--- src/rtl/bkvt_pkg.sv ---
// Shared types, codes and defaults for the bounded key-value table.
// Used by bkvt_ctrl, bkvt_datapath and bounded_key_value_table_core; no dependencies.
package bkvt_pkg;

  // Default capacity of the table
  localparam int ENTRIES_DEF = 16;

  // Request codes (the unused code behaves as a lookup)
  localparam logic [1:0] REQ_INSERT = 2'd0;
  localparam logic [1:0] REQ_REMOVE = 2'd1;
  localparam logic [1:0] REQ_LOOKUP = 2'd2;

  // Result status codes
  localparam logic [1:0] ST_OK      = 2'd0;
  localparam logic [1:0] ST_FULL    = 2'd1;
  localparam logic [1:0] ST_DUP     = 2'd2;
  localparam logic [1:0] ST_MISSING = 2'd3;

  // Input word
  typedef struct packed {
    logic [1:0]         req_type;
    logic signed [31:0] key;
    logic signed [31:0] value;
  } req_t;

  // Result word
  typedef struct packed {
    logic [1:0]         status;
    logic signed [31:0] found_value;
    logic [4:0]         entry_count;
  } res_t;

  // Controller states
  typedef enum logic [2:0] {
    S_IDLE,
    S_SEARCH,
    S_APPEND,
    S_READ_LAST,
    S_MOVE,
    S_FINISH
  } state_t;

  // Commands from controller to datapath
  typedef struct packed {
    logic       capture;
    logic       search_step;
    logic       rd_last;
    logic       write_append;
    logic       write_move;
    logic       load_result;
    logic [1:0] res_status;
    logic       res_use_value;
  } cmd_t;

  // Status from datapath to controller
  typedef struct packed {
    logic [1:0] req_type;
    logic       search_done;
    logic       hit;
    logic       full;
    logic       out_busy;
  } sts_t;

endpackage

--- src/rtl/bkvt_datapath.sv ---
// Datapath of the key-value table: key/value memories, count, search scan and result register.
// Depends on bkvt_pkg; driven by commands from bkvt_ctrl.
module bkvt_datapath #(
  parameter int ENTRIES = bkvt_pkg::ENTRIES_DEF
) (
  input  logic           clk,
  input  logic           rst_n,
  input  bkvt_pkg::req_t in_word,
  input  bkvt_pkg::cmd_t cmd,
  output bkvt_pkg::sts_t sts,
  input  logic           out_stall,
  output logic           out_valid,
  output bkvt_pkg::res_t out_word
);

  localparam int IDX_W = (ENTRIES > 1) ? $clog2(ENTRIES) : 1;
  localparam int CNT_W = $clog2(ENTRIES + 1);
  localparam logic [CNT_W-1:0] FULL_CNT = CNT_W'(ENTRIES);

  // Storage
  logic signed [31:0] key_mem [ENTRIES];
  logic signed [31:0] val_mem [ENTRIES];

  // Registers
  bkvt_pkg::req_t     req_r;
  logic [CNT_W-1:0]   count_r, count_nxt;
  logic [CNT_W-1:0]   idx_r, idx_nxt;
  logic               rd_vld_r;
  logic [IDX_W-1:0]   rd_idx_r;
  logic signed [31:0] rd_key_r, rd_val_r;
  logic               hit_r, full_r;
  logic [IDX_W-1:0]   slot_r;
  logic signed [31:0] fval_r;
  bkvt_pkg::res_t     res_r, res_nxt;
  logic               out_valid_r;

  // Scan and port control
  logic               more;
  logic               issue;
  logic               match;
  logic [CNT_W-1:0]   last;
  logic [IDX_W-1:0]   rd_addr;
  logic               rd_en;
  logic               wr_en;
  logic [IDX_W-1:0]   wr_addr;
  logic signed [31:0] wr_key, wr_val;
  logic [CNT_W+4:0]   cnt_ext;

  assign more  = idx_r < count_r;
  assign issue = cmd.search_step && !hit_r && more;
  assign match = rd_vld_r && !hit_r && (rd_key_r == req_r.key);
  assign last  = count_r - 1'b1;

  // One read port: scan index or last occupied slot
  assign rd_addr = cmd.rd_last ? last[IDX_W-1:0] : idx_r[IDX_W-1:0];
  assign rd_en   = issue || cmd.rd_last;

  // One write port: append at the end or move last pair into the freed slot
  always_comb begin
    wr_en   = cmd.write_append || cmd.write_move;
    wr_addr = cmd.write_move ? slot_r : count_r[IDX_W-1:0];
    wr_key  = cmd.write_move ? rd_key_r : req_r.key;
    wr_val  = cmd.write_move ? rd_val_r : req_r.value;
  end

  always_ff @(posedge clk) begin
    if (wr_en) begin
      key_mem[wr_addr] <= wr_key;
      val_mem[wr_addr] <= wr_val;
    end
    if (rd_en) begin
      rd_key_r <= key_mem[rd_addr];
      rd_val_r <= val_mem[rd_addr];
    end
  end

  // Next count and scan index
  always_comb begin
    count_nxt = count_r;
    if (cmd.write_append) begin
      count_nxt = count_r + 1'b1;
    end else if (cmd.write_move) begin
      count_nxt = last;
    end
    idx_nxt = idx_r;
    if (cmd.capture) begin
      idx_nxt = '0;
    end else if (issue) begin
      idx_nxt = idx_r + 1'b1;
    end
  end

  // Control registers
  always_ff @(posedge clk) begin
    if (!rst_n) begin
      count_r     <= '0;
      idx_r       <= '0;
      rd_vld_r    <= 1'b0;
      hit_r       <= 1'b0;
      out_valid_r <= 1'b0;
    end else begin
      count_r  <= count_nxt;
      idx_r    <= idx_nxt;
      rd_vld_r <= issue;
      if (cmd.capture) begin
        hit_r <= 1'b0;
      end else if (match) begin
        hit_r <= 1'b1;
      end
      if (cmd.load_result) begin
        out_valid_r <= 1'b1;
      end else if (out_valid_r && !out_stall) begin
        out_valid_r <= 1'b0;
      end
    end
  end

  // Payload registers
  always_ff @(posedge clk) begin
    if (cmd.capture) begin
      req_r  <= in_word;
      full_r <= count_r >= FULL_CNT;
    end
    if (issue) begin
      rd_idx_r <= idx_r[IDX_W-1:0];
    end
    if (match) begin
      slot_r <= rd_idx_r;
      fval_r <= rd_val_r;
    end
    if (cmd.load_result) begin
      res_r <= res_nxt;
    end
  end

  // Result word
  assign cnt_ext = {5'd0, count_r};
  always_comb begin
    res_nxt.status      = cmd.res_status;
    res_nxt.found_value = cmd.res_use_value ? fval_r : 32'sd0;
    res_nxt.entry_count = cnt_ext[4:0];
  end

  assign out_valid = out_valid_r;
  assign out_word  = res_r;

  // Status back to the controller
  always_comb begin
    sts.req_type    = req_r.req_type;
    sts.search_done = hit_r || (!rd_vld_r && !more);
    sts.hit         = hit_r;
    sts.full        = full_r;
    sts.out_busy    = out_valid_r && out_stall;
  end

  // Checks
  a_count_bound: assert property (@(posedge clk) disable iff (!rst_n)
    count_r <= FULL_CNT)
    else $error("stored count exceeds capacity");

  a_append_grows: assert property (@(posedge clk) disable iff (!rst_n)
    cmd.write_append |=> count_r == $past(count_r) + 1'b1)
    else $error("append did not grow the count by one");

  a_move_shrinks: assert property (@(posedge clk) disable iff (!rst_n)
    cmd.write_move |=> count_r == $past(count_r) - 1'b1)
    else $error("remove did not shrink the count by one");

  a_result_loaded: assert property (@(posedge clk) disable iff (!rst_n)
    $rose(out_valid_r) |-> $past(cmd.load_result))
    else $error("result valid without a load");

endmodule

--- src/rtl/bkvt_ctrl.sv ---
// Controller of the key-value table: sequences search, update and result load.
// Depends on bkvt_pkg; commands bkvt_datapath and reads its status.
module bkvt_ctrl (
  input  logic           clk,
  input  logic           rst_n,
  input  logic           in_valid,
  output logic           in_stall,
  input  bkvt_pkg::sts_t sts,
  output bkvt_pkg::cmd_t cmd
);

  bkvt_pkg::state_t state_r, state_nxt;
  logic is_insert, is_remove;

  assign is_insert = sts.req_type == bkvt_pkg::REQ_INSERT;
  assign is_remove = sts.req_type == bkvt_pkg::REQ_REMOVE;

  // State register
  always_ff @(posedge clk) begin
    if (!rst_n) begin
      state_r <= bkvt_pkg::S_IDLE;
    end else begin
      state_r <= state_nxt;
    end
  end

  // Next state and commands
  always_comb begin
    state_nxt = state_r;
    cmd       = '0;
    in_stall  = 1'b1;
    case (state_r)
      bkvt_pkg::S_IDLE: begin
        in_stall = 1'b0;
        if (in_valid) begin
          cmd.capture = 1'b1;
          state_nxt   = bkvt_pkg::S_SEARCH;
        end
      end
      bkvt_pkg::S_SEARCH: begin
        cmd.search_step = 1'b1;
        if (sts.search_done) begin
          if (is_insert && !sts.full && !sts.hit) begin
            state_nxt = bkvt_pkg::S_APPEND;
          end else if (is_remove && sts.hit) begin
            state_nxt = bkvt_pkg::S_READ_LAST;
          end else begin
            state_nxt = bkvt_pkg::S_FINISH;
          end
        end
      end
      bkvt_pkg::S_APPEND: begin
        cmd.write_append = 1'b1;
        state_nxt        = bkvt_pkg::S_FINISH;
      end
      bkvt_pkg::S_READ_LAST: begin
        cmd.rd_last = 1'b1;
        state_nxt   = bkvt_pkg::S_MOVE;
      end
      bkvt_pkg::S_MOVE: begin
        cmd.write_move = 1'b1;
        state_nxt      = bkvt_pkg::S_FINISH;
      end
      bkvt_pkg::S_FINISH: begin
        // status: full beats duplicate on insert; anything else is hit or miss
        if (is_insert) begin
          if (sts.full) begin
            cmd.res_status = bkvt_pkg::ST_FULL;
          end else if (sts.hit) begin
            cmd.res_status = bkvt_pkg::ST_DUP;
          end else begin
            cmd.res_status = bkvt_pkg::ST_OK;
          end
        end else begin
          cmd.res_status = sts.hit ? bkvt_pkg::ST_OK : bkvt_pkg::ST_MISSING;
        end
        cmd.res_use_value = !is_insert && !is_remove && sts.hit;
        if (!sts.out_busy) begin
          cmd.load_result = 1'b1;
          state_nxt       = bkvt_pkg::S_IDLE;
        end
      end
      default: begin
        state_nxt = bkvt_pkg::S_IDLE;
      end
    endcase
  end

endmodule

--- src/rtl/bounded_key_value_table_core.sv ---
// Bounded key-value table: an unsorted table of up to ENTRIES key/value pairs searched
// linearly. Insert appends unless the table is full (checked first) or the key is present;
// remove moves the last pair into the freed slot; lookup returns the stored value. Each
// request word gives one result word with status, value (nonzero only on a lookup hit) and
// the count after the request. Each request is searched first; an insert that appends then
// writes its pair, a successful remove reads the last pair and then moves it, and the result
// is loaded last. The search uses the single memory read port, scanning one stored key per
// cycle, and the read data is registered before it is compared with the requested key.
// A finished result waits in an output register, so the next request is accepted and
// searched meanwhile; it only waits before loading its own result while the earlier result
// is still stalled on the output.
// Depends on bkvt_pkg, bkvt_ctrl and bkvt_datapath.
module bounded_key_value_table_core #(
  parameter int ENTRIES = bkvt_pkg::ENTRIES_DEF
) (
  input  logic           clk,
  input  logic           rst_n,
  input  logic           in_valid,
  output logic           in_stall,
  input  bkvt_pkg::req_t in_word,
  output logic           out_valid,
  input  logic           out_stall,
  output bkvt_pkg::res_t out_word
);

  bkvt_pkg::cmd_t cmd;
  bkvt_pkg::sts_t sts;

  // Sequencer
  bkvt_ctrl u_ctrl (
    .clk      (clk),
    .rst_n    (rst_n),
    .in_valid (in_valid),
    .in_stall (in_stall),
    .sts      (sts),
    .cmd      (cmd)
  );

  // Storage, scan and result
  bkvt_datapath #(
    .ENTRIES (ENTRIES)
  ) u_datapath (
    .clk       (clk),
    .rst_n     (rst_n),
    .in_word   (in_word),
    .cmd       (cmd),
    .sts       (sts),
    .out_stall (out_stall),
    .out_valid (out_valid),
    .out_word  (out_word)
  );

endmodule
--- config.mk ---
export PLATFORM = sky130hd
export DESIGN_NAME = bounded_key_value_table_core
export DESIGN_NICKNAME = d
export VERILOG_FILES = /design/src/rtl/bkvt_pkg.sv /design/src/rtl/bkvt_datapath.sv /design/src/rtl/bkvt_ctrl.sv /design/src/rtl/bounded_key_value_table_core.sv
export SDC_FILE = /design/constraint.sdc
export NUM_CORES = 1
export LEC_CHECK = 0
export ABC_AREA = 1
export BUFFER_PORTS_ARGS = -buffer_cell sky130_fd_sc_hd__clkbuf_2
export CORE_MARGIN = 8
export CORE_UTILIZATION = 55
export DETAILED_ROUTE_END_ITERATION = 10
export PLACE_DENSITY = 0.7
export SYNTH_ARGS = -nofsm -noshare
export SYNTH_HDL_FRONTEND = slang
export SYNTH_SLANG_ARGS = --single-unit
export TNS_END_PERCENT = 10
--- constraint.sdc ---
create_clock -name clk -period 9.5 [get_ports clk]
set_clock_uncertainty 0.15 [all_clocks]
set_input_delay 1.9 -clock clk [delete_from_list [all_inputs] [get_ports clk]]
set_output_delay 1.9 -clock clk [all_outputs]
set_load 0.005 [all_outputs]
* Word level (Yosys, flattened, before mapping)
Memory sizes are Yosys's and may differ from the RTL's. A register that Yosys moved wholly into a read port is not among the register bits.
Cells that the tools add are included.
** Operators by class
- Add/subtract/negate cells :: 3
- Multipliers :: 0
- Divide/modulo/power cells :: 0
- $lt $le $gt $ge :: 2
- Equal/unequal tests :: 10
- Shift-type cells :: 0
- Mux-type cells :: 29
- Bitwise logic cells :: 1
- Reductions and logical operators :: 29
** Operator list (number)
- $mux W32 :: 2
- $eq A32 B32 Y1 :: 1
- $mux W3 :: 5
- $pmux W3 S5 :: 1
- $logic_and A1 B1 Y1 :: 12
- $mux W1 :: 12
- $mux W4 :: 3
- $add A5 B1 Y5 const B :: 2
- $mux W5 :: 2
- $mux W2 :: 4
- $logic_not A1 Y1 :: 7
- $eq A3 B2 Y1 const B :: 2
- $eq A3 B3 Y1 const B :: 2
- $ne A2 B2 Y1 const B :: 3
- $ge A5 B5 Y1 const B :: 1
- $lt A5 B5 Y1 :: 1
- $sub A5 B1 Y5 const B :: 1
- $reduce_bool A2 Y1 :: 2
- $reduce_or A2 Y1 :: 2
- $eq A3 B1 Y1 const B :: 1
- $logic_not A3 Y1 :: 1
- $logic_or A1 B1 Y1 :: 3
- $reduce_and A3 Y1 :: 1
- $eq A2 B1 Y1 const B :: 1
- other kinds (2) :: 2
** Word-level totals
- Register bits after elaboration :: 162
- Latch bits :: 0
- Memory bits (writable) :: 1024
- Memory bits (read-only) :: 0
- Output and inout bits :: 41
- Word-level logic and storage cells :: 92
- Memories kept :: 2
** Memory list
- u_datapath.key_mem :: words 16, width 32, read ports 1, clocked after Yosys merged registers in 1, wr ports 1, line bkvt_datapath.sv:21 : logic signed [31:0] key_mem [ENTRIES];
- u_datapath.val_mem :: words 16, width 32, read ports 1, clocked after Yosys merged registers in 1, wr ports 1, line bkvt_datapath.sv:22 : logic signed [31:0] val_mem [ENTRIES];

* Depth between registers and ports, before layout
Gate-level depths: netlist of the first run.
- Depth in word-level cells :: 6
- Mapped depth :: 14
- Gate-level depth less buffers :: 11

* Modules after synthesis
From an unflattened synthesis of the first run, not the netlist that was laid out.
** Unflattened totals
- Cell total of the unflattened synthesis :: 3826
- Area total of the unflattened synthesis :: 49510.0 µm²
** By module, submodules not included
- bkvt_datapath :: times used 1, cells an instance 3772, area an instance 49192.2 µm², seq. area each 37315.8 µm²
- bkvt_ctrl :: times used 1, cells an instance 54, area an instance 317.8 µm², seq. area each 60.1 µm²

* Worst setup path before layout of the first run
No wires, ideal clock.
- Kind :: reg2reg
- Start :: register u_ctrl.state_r[0]
- End :: memory u_datapath.key_mem[12][0], enable pin
- Data arrival time :: 5.686 ns
- Slack :: 3.100 ns
- Stages on the path, launching flop included :: 7
- Buffers on the path :: 1
- Cells stage by stage :: dfxtp_1 > buf_4 > nor2_1 > nand2_1 > o21ai_0 > inv_1 > nor3_1
** On the way
- Cells in the longest elaborated chain, start to end :: 5
- Elaborated cells on any way between the ends :: 8
** RTL lines
- from (decl) :: line bkvt_ctrl.sv:12 : bkvt_pkg::state_t state_r, state_nxt;
- from (signal assigned) :: line bkvt_ctrl.sv:21 : state_r <= bkvt_pkg::S_IDLE;
- from (signal assigned) :: line bkvt_ctrl.sv:23 : state_r <= state_nxt;
- $eq A3 B2 Y1 or $eq A3 B3 Y1 (tied branches) :: line bkvt_ctrl.sv:32 : case (state_r)
- $mux W1 :: line bkvt_ctrl.sv:32
- $logic_or A1 B1 Y1 :: line bkvt_datapath.sv:60 : wr_en = cmd.write_append || cmd.write_move;
- $mux W1 :: line bkvt_datapath.sv:67 : if (wr_en) begin
- $mux W1 (not written as such) :: line bkvt_datapath.sv:68 : key_mem[wr_addr] <= wr_key;
- to (decl) :: line bkvt_datapath.sv:21
Several ways; a longest one is shown, not always the timed one.

* Final worst setup path of the first run
- Start :: register u_ctrl.state_r[0]
- End :: register u_datapath.rd_val_r[5] (read register of u_datapath.val_mem), data pin
** On the way
- Cells in the longest elaborated chain, start to end :: 5
- Elaborated cells on any way between the ends :: 8
** RTL lines
- $eq A3 B1 Y1 :: line bkvt_ctrl.sv:32
- $mux W1 :: line bkvt_ctrl.sv:32
- $logic_and A1 B1 Y1 (2 in series) :: line bkvt_datapath.sv:50 : assign issue = cmd.search_step && !hit_r && more;
- $logic_or A1 B1 Y1 :: line bkvt_datapath.sv:56 : assign rd_en = issue || cmd.rd_last;
- to (decl) :: line bkvt_datapath.sv:30 : logic signed [31:0] rd_key_r, rd_val_r;
Several ways; a longest one is shown, not always the timed one.
A chain may end at the register's enable or synchronous reset.

==> results_dict.tcl, run 1 <==
set metrics [dict create \
    die_w_um 328 \
    rsz0062_at_grt "no" \
    hold-path-endpoint "u_datapath.slot_r[1]" \
    cp-start-kind "flip-flop" \
    post_cts_resized 0 \
    r2r_slack_ps 4510 \
    grt_start_max_net_pins 220 \
    htreeDepth 4 \
    synthCells 4705 \
    hp-class "reg -> reg" \
    track_usage_pct 24.9 \
    leakage_nw 23.3 \
    synthXorXnorAreaFrac_pct 0.131 \
    drc 0 \
    synth_compound_area_share_pct 0.719 \
    initial_core_util_pct 55.4 \
    numCtsBuffers 132 \
    hold_violations 0 \
    diodes 0 \
    antenna_found_initial 1 \
    via_per_inst 5.73 \
    cts.sinks 1250 \
    post_cts_buffers 0 \
    syn_avg_cell_area_um2 11.4 \
    vias 35100 \
    power.total_mw 15.0 \
    ant_nets 0 \
    synth-seq-cells 1250 \
    syn-cell-area_um2 53400 \
    root_buffer "clkbuf_16" \
    wl_met3_um 14100 \
    synth_top_family_by_area "simple AND/OR/NAND/NOR gates" \
    setup_viol 0 \
    setup_tns_ps 0 \
    numPortBuffers 110 \
    cellPowerDensity_nw_per_um2 253 \
    first_pass_iters 6 \
    reg2reg_to "u_datapath.rd_val_r[5]" \
    ir_worst_vdd_mv 0.181 \
    r2r_cells 11 \
    synth_fa_ha_area_share_pct 0.187 \
    synth.area.mux_share_pct 0 \
    critPathKind "reg -> reg" \
    core-area_um2 96400 \
    worst_pin_slew_ps 1270 \
    drive_gt1_share_pct 8.13 \
    period_minus_slack_ps 4990 \
    final_cell_count_no_fill 6121 \
    syn2layout_area_growth_pct 10.7 \
    grt_pass1_vias 33700 \
    top_level_ports 111 \
    clk_latency_ps 730 \
    dr.max_layer_used "met4" \
    status "complete, no violations" \
    cap_violations 0 \
    drv_slew 0 \
    hold_path_depth 0 \
    synth_nets 4783 \
    drt-initial-drc-count 3962 \
    seq_area_frac_synth_pct 70.0 \
    final_nets 4822 \
    cts_tree "yes" \
    synthDistinctLibCells 34 \
    fin_hold_ws_ps 267 \
    arrival_ps 5440 \
    crit_fanout 124 \
    fmax_mhz 200 \
    die_area_um2 107000 \
    regToRegStartpoint "u_ctrl.state_r[0]" \
    cts_buffer_depth 3 \
    core.rowCount 114 \
    die-height_um 328 \
    cp.required_ps 9940 \
    gp_congestion 0.795 \
    synthSimpleGateAreaFrac_pct 22.2 \
    clk_pin_slew_ps 60 \
    dp.cells 5886 \
    grt_pass1_wl_um 205000 \
    end_kind "flip-flop" \
    cts_hold_buf 0 \
    yosys_warnings 0 \
    final_util_pct 61.4 \
    grt_overflow 0 \
    period_share_pct 52.6 \
    wirelength_met1_um 55400 \
    dr_wl_met2_um 62000 \
    dpl.hpwl_um 67300 \
    hp-start "u_datapath.rd_idx_r[1]" \
    relSlewSlack_pct 15.4 \
    finalWirelength_um 136000 \
    wire_per_inst_um 22.2 \
]
==> per-stage QoR <==
step	setup slack (ps)	cell area (um2)
3_5_place_dp	4560	55100
5_1_grt	4300	59200
3_3_place_gp	4720	55100
4_1_cts	4580	59200
6_report	4510	59200
2_1_floorplan	3100	53400
==> metal layers <==
| metal | global-route usage, % | vias to the layer above |
|---|---|---|
| li1 | - | 16100 |
| met1 | 34.6 | 17000 |
| met2 | 39.2 | 1787 |
| met3 | 5.23 | 272 |
| met4 | 8.57 | 0 |
| met5 | 0 | - |
==> cells in the mapped netlist <==
cell type / number / area share, %
edfxtp_1: 1234 / 69
nand2_1: 1100 / 7.7
nand3_1: 853 / 8.0
inv_1: 626 / 4.4
nand3b_1: 384 / 5.4
buf_2: 166 / 1.6
nor2_1: 92 / 0.65
clkbuf_1: 76 / 0.53
o21ai_0: 49 / 0.46
buf_1: 19 / 0.13
dfxtp_1: 16 / 0.60
nor3_1: 12 / 0.11
a21oi_1: 11 / 0.10
buf_4: 11 / 0.15
nand4_1: 10 / 0.12
ha_1: 8 / 0.19
or2_2: 5 / 0.059
xor2_1: 5 / 0.082
inv_2: 3 / 0.021
nand2_4: 3 / 0.063
o211ai_1: 3 / 0.042
o22ai_1: 3 / 0.035
xnor2_1: 3 / 0.049
nor3b_1: 2 / 0.028
o21a_1: 2 / 0.028
a211oi_1: 1 / 0.014
a31oi_1: 1 / 0.012
and3b_1: 1 / 0.016
clkinv_1: 1 / 0.0070
nand3_2: 1 / 0.019
nor2_4: 1 / 0.021
nor4_1: 1 / 0.012
o21ai_1: 1 / 0.0094
o21ai_2: 1 / 0.016
==> critical path, cell delays in order, from the launching register on <==
cell and delay [ps]:
dfxtp_1 480, nand3_2 290, nand2_8 730, nand2_8 620, inv_6 740, buf_4 980
nand2_1 140, nand2_1 110, nand2_1 60, nand3_1 110, nand3_1 140, nand2_1 130
==> flip-flops by register name, summed over array words and instances, names as in the netlist, 2 cells and up <==
name                 count
u_datapath.key_mem     512
u_datapath.val_mem     512
u_datapath.req_r        64
u_datapath.out_word     39
u_datapath.fval_r       32
u_datapath.rd_key_r     32
u_datapath.rd_val_r     32
u_datapath.count_r       5
u_datapath.idx_r         5
u_datapath.rd_idx_r      4
u_datapath.slot_r        4
u_ctrl.state_r           3
u_datapath.sts           2
==> area by class of cell <==
class / instances / area (um2)
clock buffer: 167 / 3540
clock inverter: 68 / 507
fill: 7439 / 37300
inverter: 630 / 2380
multi-input combinational: 2553 / 12600
sequential: 1250 / 37400
tap: 1276 / 1600
timing repair buffer: 177 / 1120
==> power breakdown <==
| part | switching (mW) | internal, mW |
|---|---|---|
| Combinational | 2.17 | 0.680 |
| Sequential | 0.180 | 7.06 |
| Clock | 2.09 | 2.78 |
| Total | 4.44 | 10.5 |
==> cell families (layout without fill, tap and decap cells) <==
group / after synthesis / after routing
compound gates: 72 / 72
fa+ha+maj: 8 / 8
simple gates: 2465 / 2465
buf+inv: 902 / 1042
xor+xnor: 8 / 8
flops: 1250 / 1250
==> placed cells by master (no fill, tap or decap), types with 4 or more instances in the layout <==
master	synthesis	routed
inv_6	0	9
nand3_1	853	853
nand4_1	10	10
nand3b_1	384	384
bufinv_16	0	5
o21ai_1	1	6
clkbuf_2	0	110
nor3_1	12	10
dfxtp_1	16	16
nand2_1	1100	1096
nor2_1	92	76
clkinv_8	0	4
clkinv_1	1	29
clkbuf_16	0	137
buf_4	11	62
a21oi_1	11	10
edfxtp_1	1234	1234
clkbuf_1	76	30
xor2_1	5	5
or2_2	5	5
inv_1	626	625
nor2_4	1	17
ha_1	8	8
buf_12	0	5
o21ai_0	49	42
clkinv_2	0	21
==> how the worst max path moves through the flow <==
stage	startpoint	endpoint	slack, ps	depth (start not counted)
final	u_ctrl.state_r[0]	u_datapath.rd_val_r[5]	4510	11
after floorplan	u_ctrl.state_r[0]	u_datapath.key_mem[12][0]	3100	6
after detailed placement	u_ctrl.state_r[2]	u_datapath.rd_val_r[10]	4560	11
after global routing	u_ctrl.state_r[2]	u_datapath.rd_val_r[1]	4300	11
after global placement	u_ctrl.state_r[2]	u_datapath.rd_val_r[10]	4720	11
after CTS	u_ctrl.state_r[2]	u_datapath.rd_val_r[5]	4580	12
Power figures use the tool's default switching activity.
==> run 2: changes to the inputs <==
==> constraint.sdc (replaced) <==
create_clock -name clk -period 5 [get_ports clk]
set_clock_uncertainty 0.15 [all_clocks]
set_input_delay 1 -clock clk [delete_from_list [all_inputs] [get_ports clk]]
set_output_delay 1 -clock clk [all_outputs]
set_load 0.005 [all_outputs]
==> run 2 against run 1 <==
Register-to-register slack got worse by 3400 ps. Critical path depth fell by 5. Die area stayed put. Global-route usage increased by 0.47 points. Sequential power rose by 91%. Final cell count rose by 0.57%. Non-clock buffer count grew 35. Total power increased by 92%. Worst hold slack improved by 5.7 ps. Combinational power increased by 93%. Highest routed layer is now met5.
==> results_dict.tcl, run 2 (same netlist as run 1, synthesis figures left out) <==
set metrics [dict create \
    crit_start "u_ctrl.state_r[0]" \
    worst_pin_slew_ps 1210 \
    end_kind "flip-flop" \
    wire_per_inst_um 22.5 \
    htreeDepth 4 \
    dp.cells 5921 \
    die-height_um 328 \
    hp-start "u_datapath.rd_idx_r[1]" \
    clk_pin_slew_ps 60 \
    numCtsBuffers 131 \
    crit_chain "nor2_1 -> nand2_4 -> o21ai_0 -> nand4_1 -> nor2_4 -> buf_4" \
    drc 0 \
    use_met3_pct 5.24 \
    fillCellCount 7368 \
    hold_violations 0 \
    setup_tns_ps 0 \
    gp_congestion 0.821 \
    regToRegStartpoint "u_ctrl.state_r[0]" \
    post_cts_resized 0 \
    slowest_stage "buf_4" \
    ir_worst_vdd_mv 0.310 \
    post_cts_buffers 0 \
    leakage_nw 23.6 \
    crit_fanout 33 \
    cts_tree "yes" \
    diodes 0 \
    status "complete, no violations" \
    critPathMaxStageDelay_ps 690 \
    final_nets 4856 \
    syn2layout_area_growth_pct 11.8 \
    groute.layer.met1.usage_pct 35.3 \
    cap_violations 0 \
    clk_latency_ps 750 \
    top_level_ports 111 \
    grt_pass1_vias 34100 \
    die_w_um 328 \
    arrival_ps 4050 \
    relSlewSlack_pct 18.8 \
    critPathKind "reg -> reg" \
    period_share_pct 76.9 \
    grt_overflow 0 \
    first_pass_iters 6 \
    setup_viol 0 \
    numPortBuffers 110 \
    cts_buffer_depth 3 \
    core-area_um2 96400 \
    root_buffer "clkbuf_16" \
    track_usage_pct 25.4 \
    dpl_cell_area_um2 55600 \
    grt_start_max_net_pins 195 \
    drv_slew 0 \
    grt_pass1_wl_um 208000 \
    fmax_mhz 260 \
    period_minus_slack_ps 3850 \
    cp-start-kind "flip-flop" \
    drive_gt1_share_pct 8.93 \
    ant_nets 0 \
    grtUsageMet2_pct 39.8 \
    rsz0062_at_grt "no" \
    die_area_um2 107000 \
    cellPowerDensity_nw_per_um2 481 \
    cp.required_ps 5200 \
    drt-initial-drc-count 4584 \
    core.rowCount 114 \
    cts.sinks 1250 \
    cts_hold_buf 0 \
    vias 35400 \
    final_common_cell "edfxtp_1" \
    dpl.hpwl_um 68900 \
    final_util_pct 62.0 \
    via_per_inst 5.75 \
    design_area_um2 59800 \
    busiest_layer "met2" \
    fin_hold_ws_ps 273 \
    antenna_found_initial 4 \
    finalWirelength_um 139000 \
    initial_core_util_pct 55.4 \
    final_cell_count_no_fill 6156 \
    hp-class "reg -> reg" \
    largest_registers "u_datapath.key_mem x512, u_datapath.val_mem x512, u_datapath.req_r x64" \
    final_cell_mix "1234 x edfxtp_1, 1096 x nand2_1, 853 x nand3_1, 625 x inv_1, 384 x nand3b_1" \
]
[run 2: cell count changes in the layout (fill, tap and decap cells not counted), moves of 2 or more]
cell	before	now
buf_4	62	80
buf_12	5	22
clkbuf_1	30	24
bufinv_16	5	10
o21ai_0	42	47
o21ai_1	6	1
clkinvlp_4	1	5
clkbuf_16	137	135
[run 2: worst paths after layout]
path	cells past startpoint	slack, ps	end
worst max-delay path	6	1150	u_datapath.key_mem[4][27]
worst min-delay path	0	270	u_datapath.slot_r[1]
worst max register to register	6	1150	u_datapath.key_mem[4][27]
worst min register to register	0	270	u_datapath.slot_r[1]
[run 2: stage by stage]
step / setup slack [ps] / power, mW
floorplan: -1340 / 17.4
global placement: 1320 / 19.3
detailed placement: 1240 / 19.4
CTS: 1220 / 28.8
global route: 1040 / 29.9
finish: 1150 / 28.8
[run 2: cell type report]
type / instances / area [um2] / share of cell area (%)
Clock buffer: 159 / 3470 / 5.80
Multi-Input combinational cell: 2553 / 12600 / 21.2
Clock inverter: 76 / 701 / 1.17
Tap cell: 1276 / 1600 / 2.67
Sequential cell: 1250 / 37400 / 62.5
Inverter: 630 / 2380 / 3.98
Timing Repair Buffer: 212 / 1590 / 2.66
[run 2: power by group]
part | switching (mW) | internal (mW) | total [mW]
registers | 0.347 | 13.4 | 13.8
clock network | 4.02 | 5.48 | 9.50
logic | 4.15 | 1.36 | 5.51
[run 2: worst max-delay path, delay by kind of cell, from the launching register on]
family                 cells  cell delay [ps]
AO/OA/AOI/OAI              1              680
flip-flops                 1              380
AND/OR/NAND/NOR            4             1520
buffers and inverters      1              690
[run 2: per-layer routing]
metal  routed length, um  up-vias  part of all wire, %
met2               63900     1866                   46
met4                4310        6                  3.1
met3               14600      319                   11
li1                    -    16100                    -
met1               55600    17100                   40
met5                  34        -                0.025
